==> src/hw/rtl/amc_pkg.sv <==
// Package: element counts, codes and float helpers for the 3x4 affine concat block.
package amc_pkg;

    localparam int unsigned NumElems = 12;
    localparam int unsigned NumRows  = 3;
    localparam int unsigned NumCols  = 4;
    localparam int unsigned IdxW     = 4;

    localparam logic [1:0] ModeLoadL   = 2'd0;
    localparam logic [1:0] ModeLoadR   = 2'd1;
    localparam logic [1:0] ModeCompute = 2'd2;

    localparam logic [31:0] DefaultNan = 32'hFFC0_0000;
    localparam logic [31:0] QuietBit   = 32'h0040_0000;

    function automatic logic f_is_nan(input logic [31:0] x);
        return (x[30:23] == 8'hFF) && (x[22:0] != 23'd0);
    endfunction

    function automatic logic f_is_inf(input logic [31:0] x);
        return x[30:0] == 31'h7F80_0000;
    endfunction

    function automatic logic f_is_zero(input logic [31:0] x);
        return x[30:0] == 31'd0;
    endfunction

endpackage

==> src/hw/rtl/amc_ram.sv <==
// Generic single-port-write RAM with registered read.
module amc_ram #(
    parameter int unsigned Width = 32,
    parameter int unsigned Depth = 12
) (
    input  logic                     i_clk,
    input  logic                     i_we,
    input  logic [$clog2(Depth)-1:0] i_waddr,
    input  logic [Width-1:0]         i_wdata,
    input  logic [$clog2(Depth)-1:0] i_raddr,
    output logic [Width-1:0]         o_rdata
);
    logic [Width-1:0] r_mem [Depth];

    always_ff @(posedge i_clk) begin
        if (i_we) begin
            r_mem[i_waddr] <= i_wdata;
        end
        o_rdata <= r_mem[i_raddr];
    end
endmodule

==> src/hw/rtl/affine_matrix_concat_3x4_top.sv <==
// Top level: element stores, sequencer and shared multiply/add unit.
//
// channel | dir | handshake          | payload
// in      | in  | i_valid / o_stall  | i_mode, i_element_index, i_element_bits
// out     | out | o_valid / i_stall  | o_result_index, o_result_bits, o_last_flag
//
// A load with an index below 12 is written into its element store when accepted. A
// compute runs 12 elements on one shared float unit; each operation passes through the
// states OPA, EXEC, X1, X2 and X3, after RD and RDW for an element RAM read where one
// is needed, and each element ends in the output state OUT. The input stays stalled
// through a compute, and longer while the output is stalled. Reset is synchronous,
// active low, and clears control only; element stores hold garbage until loaded.
module affine_matrix_concat_3x4_top
    import amc_pkg::IdxW;
(
    input  logic            i_clk,
    input  logic            i_rst_n,
    input  logic            i_valid,
    output logic            o_stall,
    input  logic [1:0]      i_mode,
    input  logic [IdxW-1:0] i_element_index,
    input  logic [31:0]     i_element_bits,
    output logic            o_valid,
    input  logic            i_stall,
    output logic [IdxW-1:0] o_result_index,
    output logic [31:0]     o_result_bits,
    output logic            o_last_flag
);
    import amc_pkg::*;

    typedef enum logic [3:0] {
        S_IDLE, S_RD, S_RDW, S_OPA, S_OPB, S_EXEC, S_X1, S_X2, S_X3, S_OUT
    } t_state;

    // micro-op step within an element:
    // 0: p=L0*R0  1: t=L1*R1  2: p=p+t  3: t=L2*R2  4: p=p+t  5: p=p+L3
    t_state          r_state;
    logic [2:0]      r_step;
    logic [1:0]      r_row, r_col;
    logic [IdxW-1:0] r_k;
    logic [31:0]     r_p, r_t, r_a, r_b;
    logic            r_isadd;
    logic            r_valid;
    logic [IdxW-1:0] r_oidx;
    logic [31:0]     r_obits;
    logic            r_olast;

    logic            in_acc;
    logic [IdxW-1:0] l_ra, r_ra;
    logic [31:0]     l_rd, r_rd;

    assign o_stall = (r_state != S_IDLE) || !i_rst_n;
    assign in_acc  = i_valid && !o_stall;

    always_comb begin
        l_ra = IdxW'({r_row, 2'b00});
        r_ra = IdxW'({2'b00, r_col});
        case (r_step)
            3'd1: begin
                l_ra = IdxW'({r_row, 2'b01});
                r_ra = IdxW'({2'b01, r_col});
            end
            3'd3: begin
                l_ra = IdxW'({r_row, 2'b10});
                r_ra = IdxW'({2'b10, r_col});
            end
            3'd5: l_ra = IdxW'({r_row, 2'b11});
            default: ;
        endcase
    end

    amc_ram #(.Width(32), .Depth(NumElems)) u_left (
        .i_clk, .i_we(in_acc && i_mode == ModeLoadL && i_element_index < IdxW'(NumElems)),
        .i_waddr(i_element_index), .i_wdata(i_element_bits),
        .i_raddr(l_ra), .o_rdata(l_rd)
    );
    amc_ram #(.Width(32), .Depth(NumElems)) u_right (
        .i_clk, .i_we(in_acc && i_mode == ModeLoadR && i_element_index < IdxW'(NumElems)),
        .i_waddr(i_element_index), .i_wdata(i_element_bits),
        .i_raddr(r_ra), .o_rdata(r_rd)
    );

    // ---------------- shared float unit, multi-cycle ----------------
    logic [31:0] r_fres;   // special-case or final result
    logic        r_fspec;
    logic        r_sign;
    logic signed [10:0] r_e;
    logic [63:0] r_s;      // significand, bit 62 lead after normalize
    logic [5:0]  r_nrm;    // leading-zero count of r_s

    // stage EXEC: specials, unpack, multiply or align/add
    logic [31:0] fa, fb;
    logic [7:0]  ea8, eb8;
    logic [23:0] ma, mb;
    logic [4:0]  lza, lzb;
    logic [23:0] na, nb;
    logic signed [10:0] xea, xeb;
    logic [47:0] prod;
    logic [31:0] spec;
    logic        isspec;
    logic [63:0] ga, gb, gsh, gsum;
    logic [7:0]  dexp;
    logic        swp, sa, sb, ssum;
    logic signed [10:0] ebig;

    function automatic logic [4:0] f_lz24(input logic [23:0] m);
        logic [4:0] n;
        n = 5'd0;
        for (int i = 23; i >= 0; i--) begin
            if (m[i]) begin
                n = 5'(23 - i);
                break;
            end
        end
        return n;
    endfunction

    function automatic logic [5:0] f_lz63(input logic [63:0] v);
        logic [5:0] n;
        n = 6'd63;
        for (int i = 62; i >= 0; i--) begin
            if (v[i]) begin
                n = 6'(62 - i);
                break;
            end
        end
        return n;
    endfunction

    always_comb begin
        fa  = r_a;
        fb  = r_b;
        ea8 = fa[30:23];
        eb8 = fb[30:23];
        ma  = {ea8 != 8'd0, fa[22:0]};
        mb  = {eb8 != 8'd0, fb[22:0]};
        lza = f_lz24(ma);
        lzb = f_lz24(mb);
        na  = ma << lza;
        nb  = mb << lzb;
        xea = (ea8 == 8'd0) ? 11'sd1 - 11'(lza) : 11'($signed({3'b000, ea8}));
        xeb = (eb8 == 8'd0) ? 11'sd1 - 11'(lzb) : 11'($signed({3'b000, eb8}));
        prod = na * nb;
        isspec = 1'b1;
        spec = 32'd0;
        if (f_is_nan(fa)) begin
            spec = fa | QuietBit;
        end else if (f_is_nan(fb)) begin
            spec = fb | QuietBit;
        end else if (!r_isadd) begin
            if (f_is_inf(fa) || f_is_inf(fb)) begin
                spec = (f_is_zero(fa) || f_is_zero(fb)) ? DefaultNan
                     : {fa[31] ^ fb[31], 31'h7F80_0000};
            end else if (f_is_zero(fa) || f_is_zero(fb)) begin
                spec = {fa[31] ^ fb[31], 31'd0};
            end else begin
                isspec = 1'b0;
            end
        end else begin
            if (f_is_inf(fa)) begin
                spec = (f_is_inf(fb) && fa[31] != fb[31]) ? DefaultNan : fa;
            end else if (f_is_inf(fb)) begin
                spec = fb;
            end else if (f_is_zero(fa) && f_is_zero(fb)) begin
                spec = {fa[31] & fb[31], 31'd0};
            end else if (f_is_zero(fa)) begin
                spec = fb;
            end else if (f_is_zero(fb)) begin
                spec = fa;
            end else begin
                isspec = 1'b0;
            end
        end
        // adder path, unnormalized subnormals as in IEEE add
        swp  = (ea8 == 8'd0 ? 8'd1 : ea8) < (eb8 == 8'd0 ? 8'd1 : eb8);
        ga   = swp ? {2'b0, mb, 38'd0} : {2'b0, ma, 38'd0};
        gb   = swp ? {2'b0, ma, 38'd0} : {2'b0, mb, 38'd0};
        sa   = swp ? fb[31] : fa[31];
        sb   = swp ? fa[31] : fb[31];
        ebig = swp ? 11'($signed({3'b000, (eb8 == 8'd0 ? 8'd1 : eb8)}))
                   : 11'($signed({3'b000, (ea8 == 8'd0 ? 8'd1 : ea8)}));
        dexp = swp ? (eb8 == 8'd0 ? 8'd1 : eb8) - (ea8 == 8'd0 ? 8'd1 : ea8)
                   : (ea8 == 8'd0 ? 8'd1 : ea8) - (eb8 == 8'd0 ? 8'd1 : eb8);
        if (dexp >= 8'd63) begin
            gsh = {63'd0, gb != 64'd0};
        end else begin
            gsh = (gb >> dexp) | {63'd0, (gb & ((64'd1 << dexp) - 64'd1)) != 64'd0};
        end
        if (sa == sb) begin
            gsum = ga + gsh;
            ssum = sa;
        end else if (ga >= gsh) begin
            gsum = ga - gsh;
            ssum = sa;
        end else begin
            gsum = gsh - ga;
            ssum = sb;
        end
    end

    // stage X1 -> leading-zero count, X2 -> normalize and round
    logic [63:0] nsig;
    logic signed [10:0] ne;
    logic [63:0] rsig;
    logic [23:0] rm;
    logic [38:0] rem;
    logic [31:0] rbits;
    logic [24:0] rm1;
    logic [8:0]  sh;

    always_comb begin
        nsig = r_s << r_nrm;
        ne   = r_e - 11'(r_nrm);
        rsig = nsig;
        if (ne < 11'sd1) begin
            sh = (11'sd1 - ne > 11'sd63) ? 9'd63 : 9'(11'sd1 - ne);
            if (sh >= 9'd63) begin
                rsig = {63'd0, nsig != 64'd0};
            end else begin
                rsig = (nsig >> sh) | {63'd0, (nsig & ((64'd1 << sh) - 64'd1)) != 64'd0};
            end
        end else begin
            sh = 9'd0;
        end
        rm  = rsig[62:39];
        rem = rsig[38:0];
        rm1 = {1'b0, rm};
        if (rem > 39'h40_0000_0000 || (rem == 39'h40_0000_0000 && rm[0])) begin
            rm1 = rm1 + 25'd1;
        end
        rbits = ({21'd0, ((ne < 11'sd1) ? 11'd0 : 11'(ne - 11'sd1))} << 23)
              + {7'd0, rm1};
        if (ne >= 11'sd255 || rbits >= 32'h7F80_0000) begin
            rbits = 32'h7F80_0000;
        end
        rbits[31] = r_sign;
    end

    always_ff @(posedge i_clk) begin
        if (!i_rst_n) begin
            r_state <= S_IDLE;
            r_valid <= 1'b0;
            r_step  <= 3'd0;
        end else begin
            if (r_state == S_OUT && (!r_valid || !i_stall)) begin
                r_valid <= 1'b1;
            end else if (r_valid && !i_stall) begin
                r_valid <= 1'b0;
            end
            case (r_state)
                S_IDLE: begin
                    if (in_acc && i_mode == ModeCompute) begin
                        r_row   <= 2'd0;
                        r_col   <= 2'd0;
                        r_k     <= '0;
                        r_step  <= 3'd0;
                        r_state <= S_RD;
                    end
                end
                S_RD:  r_state <= S_RDW;
                S_RDW: r_state <= S_OPA;
                S_OPA: begin
                    r_isadd <= (r_step == 3'd2) || (r_step == 3'd4) || (r_step == 3'd5);
                    case (r_step)
                        3'd2, 3'd4: begin
                            r_a <= r_p;
                            r_b <= r_t;
                        end
                        3'd5: begin
                            r_a <= r_p;
                            r_b <= l_rd;
                        end
                        default: begin
                            r_a <= l_rd;
                            r_b <= r_rd;
                        end
                    endcase
                    r_state <= S_EXEC;
                end
                S_EXEC: begin
                    r_fspec <= isspec;
                    r_fres  <= spec;
                    if (r_isadd) begin
                        r_sign <= ssum;
                        r_e    <= ebig + 11'sd1;
                        r_s    <= gsum;
                    end else begin
                        r_sign <= fa[31] ^ fb[31];
                        r_e    <= xea + xeb - 11'sd126;
                        r_s    <= {1'b0, prod, 15'd0};
                    end
                    r_state <= S_X1;
                end
                S_X1: begin
                    r_nrm   <= f_lz63(r_s);
                    r_state <= S_X2;
                end
                S_X2: begin
                    if (!r_fspec) begin
                        r_fres <= (r_s == 64'd0) ? 32'd0 : rbits;
                    end
                    r_state <= S_X3;
                end
                S_X3: begin
                    case (r_step)
                        3'd1, 3'd3: r_t <= r_fres;
                        default:    r_p <= r_fres;
                    endcase
                    if (r_step == 3'd5 || (r_step == 3'd4 && r_col != 2'd3)) begin
                        r_state <= S_OUT;
                    end else begin
                        r_step  <= r_step + 3'd1;
                        r_state <= (r_step == 3'd1 || r_step == 3'd3) ? S_OPA : S_RD;
                    end
                end
                S_OUT: begin
                    if (!r_valid || !i_stall) begin
                        r_oidx  <= r_k;
                        r_obits <= r_p;
                        r_olast <= r_k == IdxW'(NumElems - 1);
                        r_step  <= 3'd0;
                        if (r_k == IdxW'(NumElems - 1)) begin
                            r_state <= S_IDLE;
                        end else begin
                            r_k <= r_k + IdxW'(1);
                            if (r_col == 2'(NumCols - 1)) begin
                                r_col <= 2'd0;
                                r_row <= r_row + 2'd1;
                            end else begin
                                r_col <= r_col + 2'd1;
                            end
                            r_state <= S_RD;
                        end
                    end
                end
                default: r_state <= S_IDLE;
            endcase
        end
    end

    assign o_valid        = r_valid;
    assign o_result_index = r_oidx;
    assign o_result_bits  = r_obits;
    assign o_last_flag    = r_olast;
endmodule

==> config.mk <==
export PLATFORM = sky130hd
export DESIGN_NAME = affine_matrix_concat_3x4_top
export DESIGN_NICKNAME = d
export VERILOG_FILES = /design/src/hw/rtl/amc_pkg.sv /design/src/hw/rtl/amc_ram.sv /design/src/hw/rtl/affine_matrix_concat_3x4_top.sv
export SDC_FILE = /design/constraint.sdc
export NUM_CORES = 2
export LEC_CHECK = 0
export ABC_CLOCK_PERIOD_IN_PS = 11900
export BUFFER_PORTS_ARGS = -buffer_cell sky130_fd_sc_hd__buf_2
export CAP_MARGIN = 20
export CORE_MARGIN = 2
export CORE_UTILIZATION = 35
export CTS_BUF_LIST = sky130_fd_sc_hd__clkbuf_8 sky130_fd_sc_hd__clkbuf_16
export DETAILED_ROUTE_END_ITERATION = 16
export PLACE_DENSITY = 0.6
export SYNTH_ARGS = -nofsm -noshare
export SYNTH_HDL_FRONTEND = slang
export SYNTH_SLANG_ARGS = --single-unit
==> constraint.sdc <==
create_clock -name i_clk -period 11.9 [get_ports i_clk]
set_input_delay 1.785 -clock i_clk [delete_from_list [all_inputs] [get_ports i_clk]]
set_output_delay 1.785 -clock i_clk [all_outputs]
set_load 0.005 [all_outputs]
==> run metrics <==
Switching Share 30.4%; CP max FO 23; Reg power frac 43.2%; Final GP Congestion 1.02; Cells after Synth 8596; initial antenna violation count 13; syn_nets 9434; CP arrival 11930 ps; WS Path Type reg -> reg; Worst Skew 84.0 ps; Total Routing Usage GR 25.8%; clock power share 33.3%; NumNets Final 9440; area of the multi-input gates 0.0505 mm2; clk buf depth 3; crit end category register; drt first pass iters 6; RSZ-0062 raised after global routing false; Root Driver clkbuf_16; sequential cell area 0.0332 mm2; Critical Path RT 12360 ps; final routed DRC violation total 0; crit-path max cell delay 630 ps; drt wl/cell 28.3 um; GR Overflow Total 0; Num CTS Buffers 110; Leakage 37.7 nW; Warnings, synthesis 0; Die H 505 um; clock sinks 1129; fin. max-slew vios 0; r2r worst-path depth 46; final wirelength 341000 um; final hold vios 0; die footprint 0.256 mm2; Cell Rows 184; commonest non-fill, non-tap cell in the layout nand2_1; CP top delay family compound AO/OA/AOI/OAI gates; layout filler cell count 24400; Peak VDD IR 0.139 mV; Worst Hold Depth 0; Hold Path Class reg -> reg; core box area 0.251 mm2; HPWL after DPL 255000 um; TritonCTS clock tree built; CP startpoint kind register; initial core utilization 35.1%; Mapped Area 0.0880 mm2; Int Pwr 7.45 mW; NetSw 3.25 mW; vias in the first global route 70200; final period utilization 96.4%; Buf/Inv on CP 6; Max-slew headroom 18.3%; Max Cap Violations 0; Synth Flop Type edfxtp_1; Worst Tran Pin Value 1220 ps; Synth cell types 115; first-pass GRT wire length 493000 um; Fmax 0.0872 GHz; Seq/Total Area, Yosys 37.7%; status complete, no violations; CP Launch Point fb[20]; Crit-path slowest cell fa_1; largest net degree at the start of global routing 98; most frequent cells in the layout 1076 x nand2_1, 1057 x edfxtp_1, 683 x inv_1; setup total negative slack 0 ps; clk slew on worst S/H paths 80 ps; I/O pin cnt 81; Power Dens Cells 110 mW/mm2; Tmin final 11470 ps; r2r endpoint r_s[61]; #FFs+latches synth 1129; number of flops mapped to enable cells by yosys 1057; antenna viol nets, final 0; Syn Area/Cell 10.2 um2; r2r startpoint fb[20]; I/O Buffers 80; H-tree levels 3; Final Hold Slack 408 ps; Starting DRT DRC Count 9622; final setup fails 0; Die Wd 505 um; fraction of synthesis flops using an asynchronous set or reset pin 0%; Via Count 72700; Avg Vias per Cell 6.04; fraction of layout cells with a size suffix above 1 13.9%; Worst Setup EP r_s[61]; clock latency on the worst-skew pair 780 ps; logic gate share of total power 23.5%; flop-to-flop setup slack 430 ps; total power 10.7 mW; WP depth 46; area grow syn2layout 11.0%
-- layout make-up --
class,instances,share of cell area [%]
Inverter,672,2.58
Tap cell,3348,4.29
Antenna cell,4,0.0102
Sequential cell,1129,34.0
Clock buffer,123,3.01
Multi-Input combinational cell,6204,51.7
Timing Repair Buffer,485,3.70
Clock inverter,83,0.788
-- cells in the mapped netlist (26+ instances only) --
| cell | number | area share, % |
|---|---|---|
| o21ai_0 | 365 | 2.1 |
| nand2b_1 | 59 | 0.42 |
| nand3_1 | 177 | 1.0 |
| nor2_1 | 655 | 2.8 |
| xor2_1 | 78 | 0.78 |
| dfxtp_1 | 72 | 1.6 |
| a211oi_1 | 82 | 0.70 |
| fa_1 | 489 | 11 |
| buf_1 | 72 | 0.31 |
| and3_1 | 69 | 0.49 |
| and2_1 | 80 | 0.57 |
| inv_1 | 661 | 2.8 |
| buf_2 | 61 | 0.35 |
| o211ai_1 | 66 | 0.56 |
| o22ai_1 | 101 | 0.72 |
| mux2i_1 | 282 | 3.2 |
| or2_2 | 39 | 0.28 |
| o221ai_1 | 31 | 0.31 |
| mux4_2 | 265 | 6.8 |
| nor4_1 | 62 | 0.44 |
| nor3_1 | 172 | 0.98 |
| o21bai_1 | 39 | 0.33 |
| or3_1 | 49 | 0.35 |
| a22oi_1 | 83 | 0.71 |
| nor2b_1 | 63 | 0.45 |
| ha_1 | 307 | 4.4 |
| nand4_1 | 71 | 0.50 |
| a221oi_1 | 42 | 0.42 |
| a31oi_1 | 84 | 0.60 |
| clkbuf_1 | 437 | 1.9 |
| a21o_1 | 96 | 0.82 |
| xnor2_1 | 90 | 0.90 |
| nand2_1 | 1078 | 4.6 |
| mux2_2 | 97 | 1.2 |
| a2111oi_0 | 26 | 0.26 |
| o21a_1 | 45 | 0.38 |
| edfxtp_1 | 1057 | 36 |
| a21oi_1 | 474 | 2.7 |
| o31ai_1 | 49 | 0.42 |
-- sequential cells by signal, summed over array words and instances, names as in the netlist, 2 cells and up --
| name | flops |
|---|---|
| fb | 32 |
| r_t | 32 |
| r_k | 4 |
| r_step | 3 |
| fa | 32 |
| r_col | 2 |
| r_e | 11 |
| r_fres | 32 |
| o_result_index | 4 |
| u_right.r_mem | 384 |
| o_result_bits | 32 |
| u_right.o_rdata | 32 |
| u_left.r_mem | 384 |
| r_p | 32 |
| r_row | 2 |
| r_s | 64 |
| r_nrm | 6 |
| u_left.o_rdata | 32 |
| r_state | 4 |
-- timing repair --
action | CTS | global route
cloned | 0 | 1
hold buffers | 0 | 0
resized for setup | 3 | 28
pin swaps | 1 | 6
setup buffers | 0 | 8
endpoints found under the setup margin | 2 | 9
-- routing by layer --
| metal | routed length, um | vias to the layer above | track usage (%) |
|---|---|---|---|
| li1 | - | 31300 | - |
| met1 | 144000 | 36900 | 36.2 |
| met2 | 151000 | 3878 | 39.7 |
| met3 | 30700 | 655 | 4.63 |
| met4 | 14800 | 10 | 9.75 |
| met5 | 64 | - | 0 |
-- kinds of logic after synthesis --
kind of cell / Yosys count / share of synthesized area [%]
flip-flops: 1129 / 37.7
adder cells (fa/ha/maj): 797 / 15.5
AND/OR/NAND/NOR: 2677 / 13.8
buffers and inverters: 1264 / 5.61
AO/OA/AOI/OAI: 1914 / 14.4
XOR/XNOR: 170 / 1.72
multiplexers: 645 / 11.2
-- power by group through the flow --
stage	clock network [mW]	logic [mW]	registers, mW
after floorplan	0	1.45	4.63
after global placement	0	2.46	4.70
after detailed placement	0	2.47	4.71
after CTS	3.63	2.49	4.62
after global routing	3.78	2.69	4.63
final	3.56	2.52	4.63
-- worst register-to-register path: cells and delay by family (launching register included) --
kind                       cells  cell delay, ps
AOI/OAI and AO/OA             24            4330
adders and majority gates      8            3920
buffers and inverters          6             960
muxes                          4             720
and+or+nand+nor                3             580
DFF                            1             500
xor gates and xnor gates       1             160
-- how the worst min path moves through the flow --
stage               startpoint          endpoint  slack (ps)
detailed placement      r_p[5]  o_result_bits[5]         430
floorplan               r_p[0]  o_result_bits[0]         420
finish                  r_p[7]  o_result_bits[7]         410
global route            r_p[3]  o_result_bits[3]         420
CTS                     r_p[7]  o_result_bits[7]         400
global placement        r_p[4]  o_result_bits[4]         430
-- stage by stage --
step                      cell area (um2)  utilization (%)  instances  setup slack (ps)
after floorplan                     88000                -       8596               654
after global placement              93700             37.4      11800              98.2
after detailed placement            93800             37.4      11800             -84.2
after CTS                           97500             38.9      12000              47.3
after global routing                97700             39.0      12000              8.95
final                               97700             39.0      12000               432
Note: power is estimated with default switching activity, not from simulation.
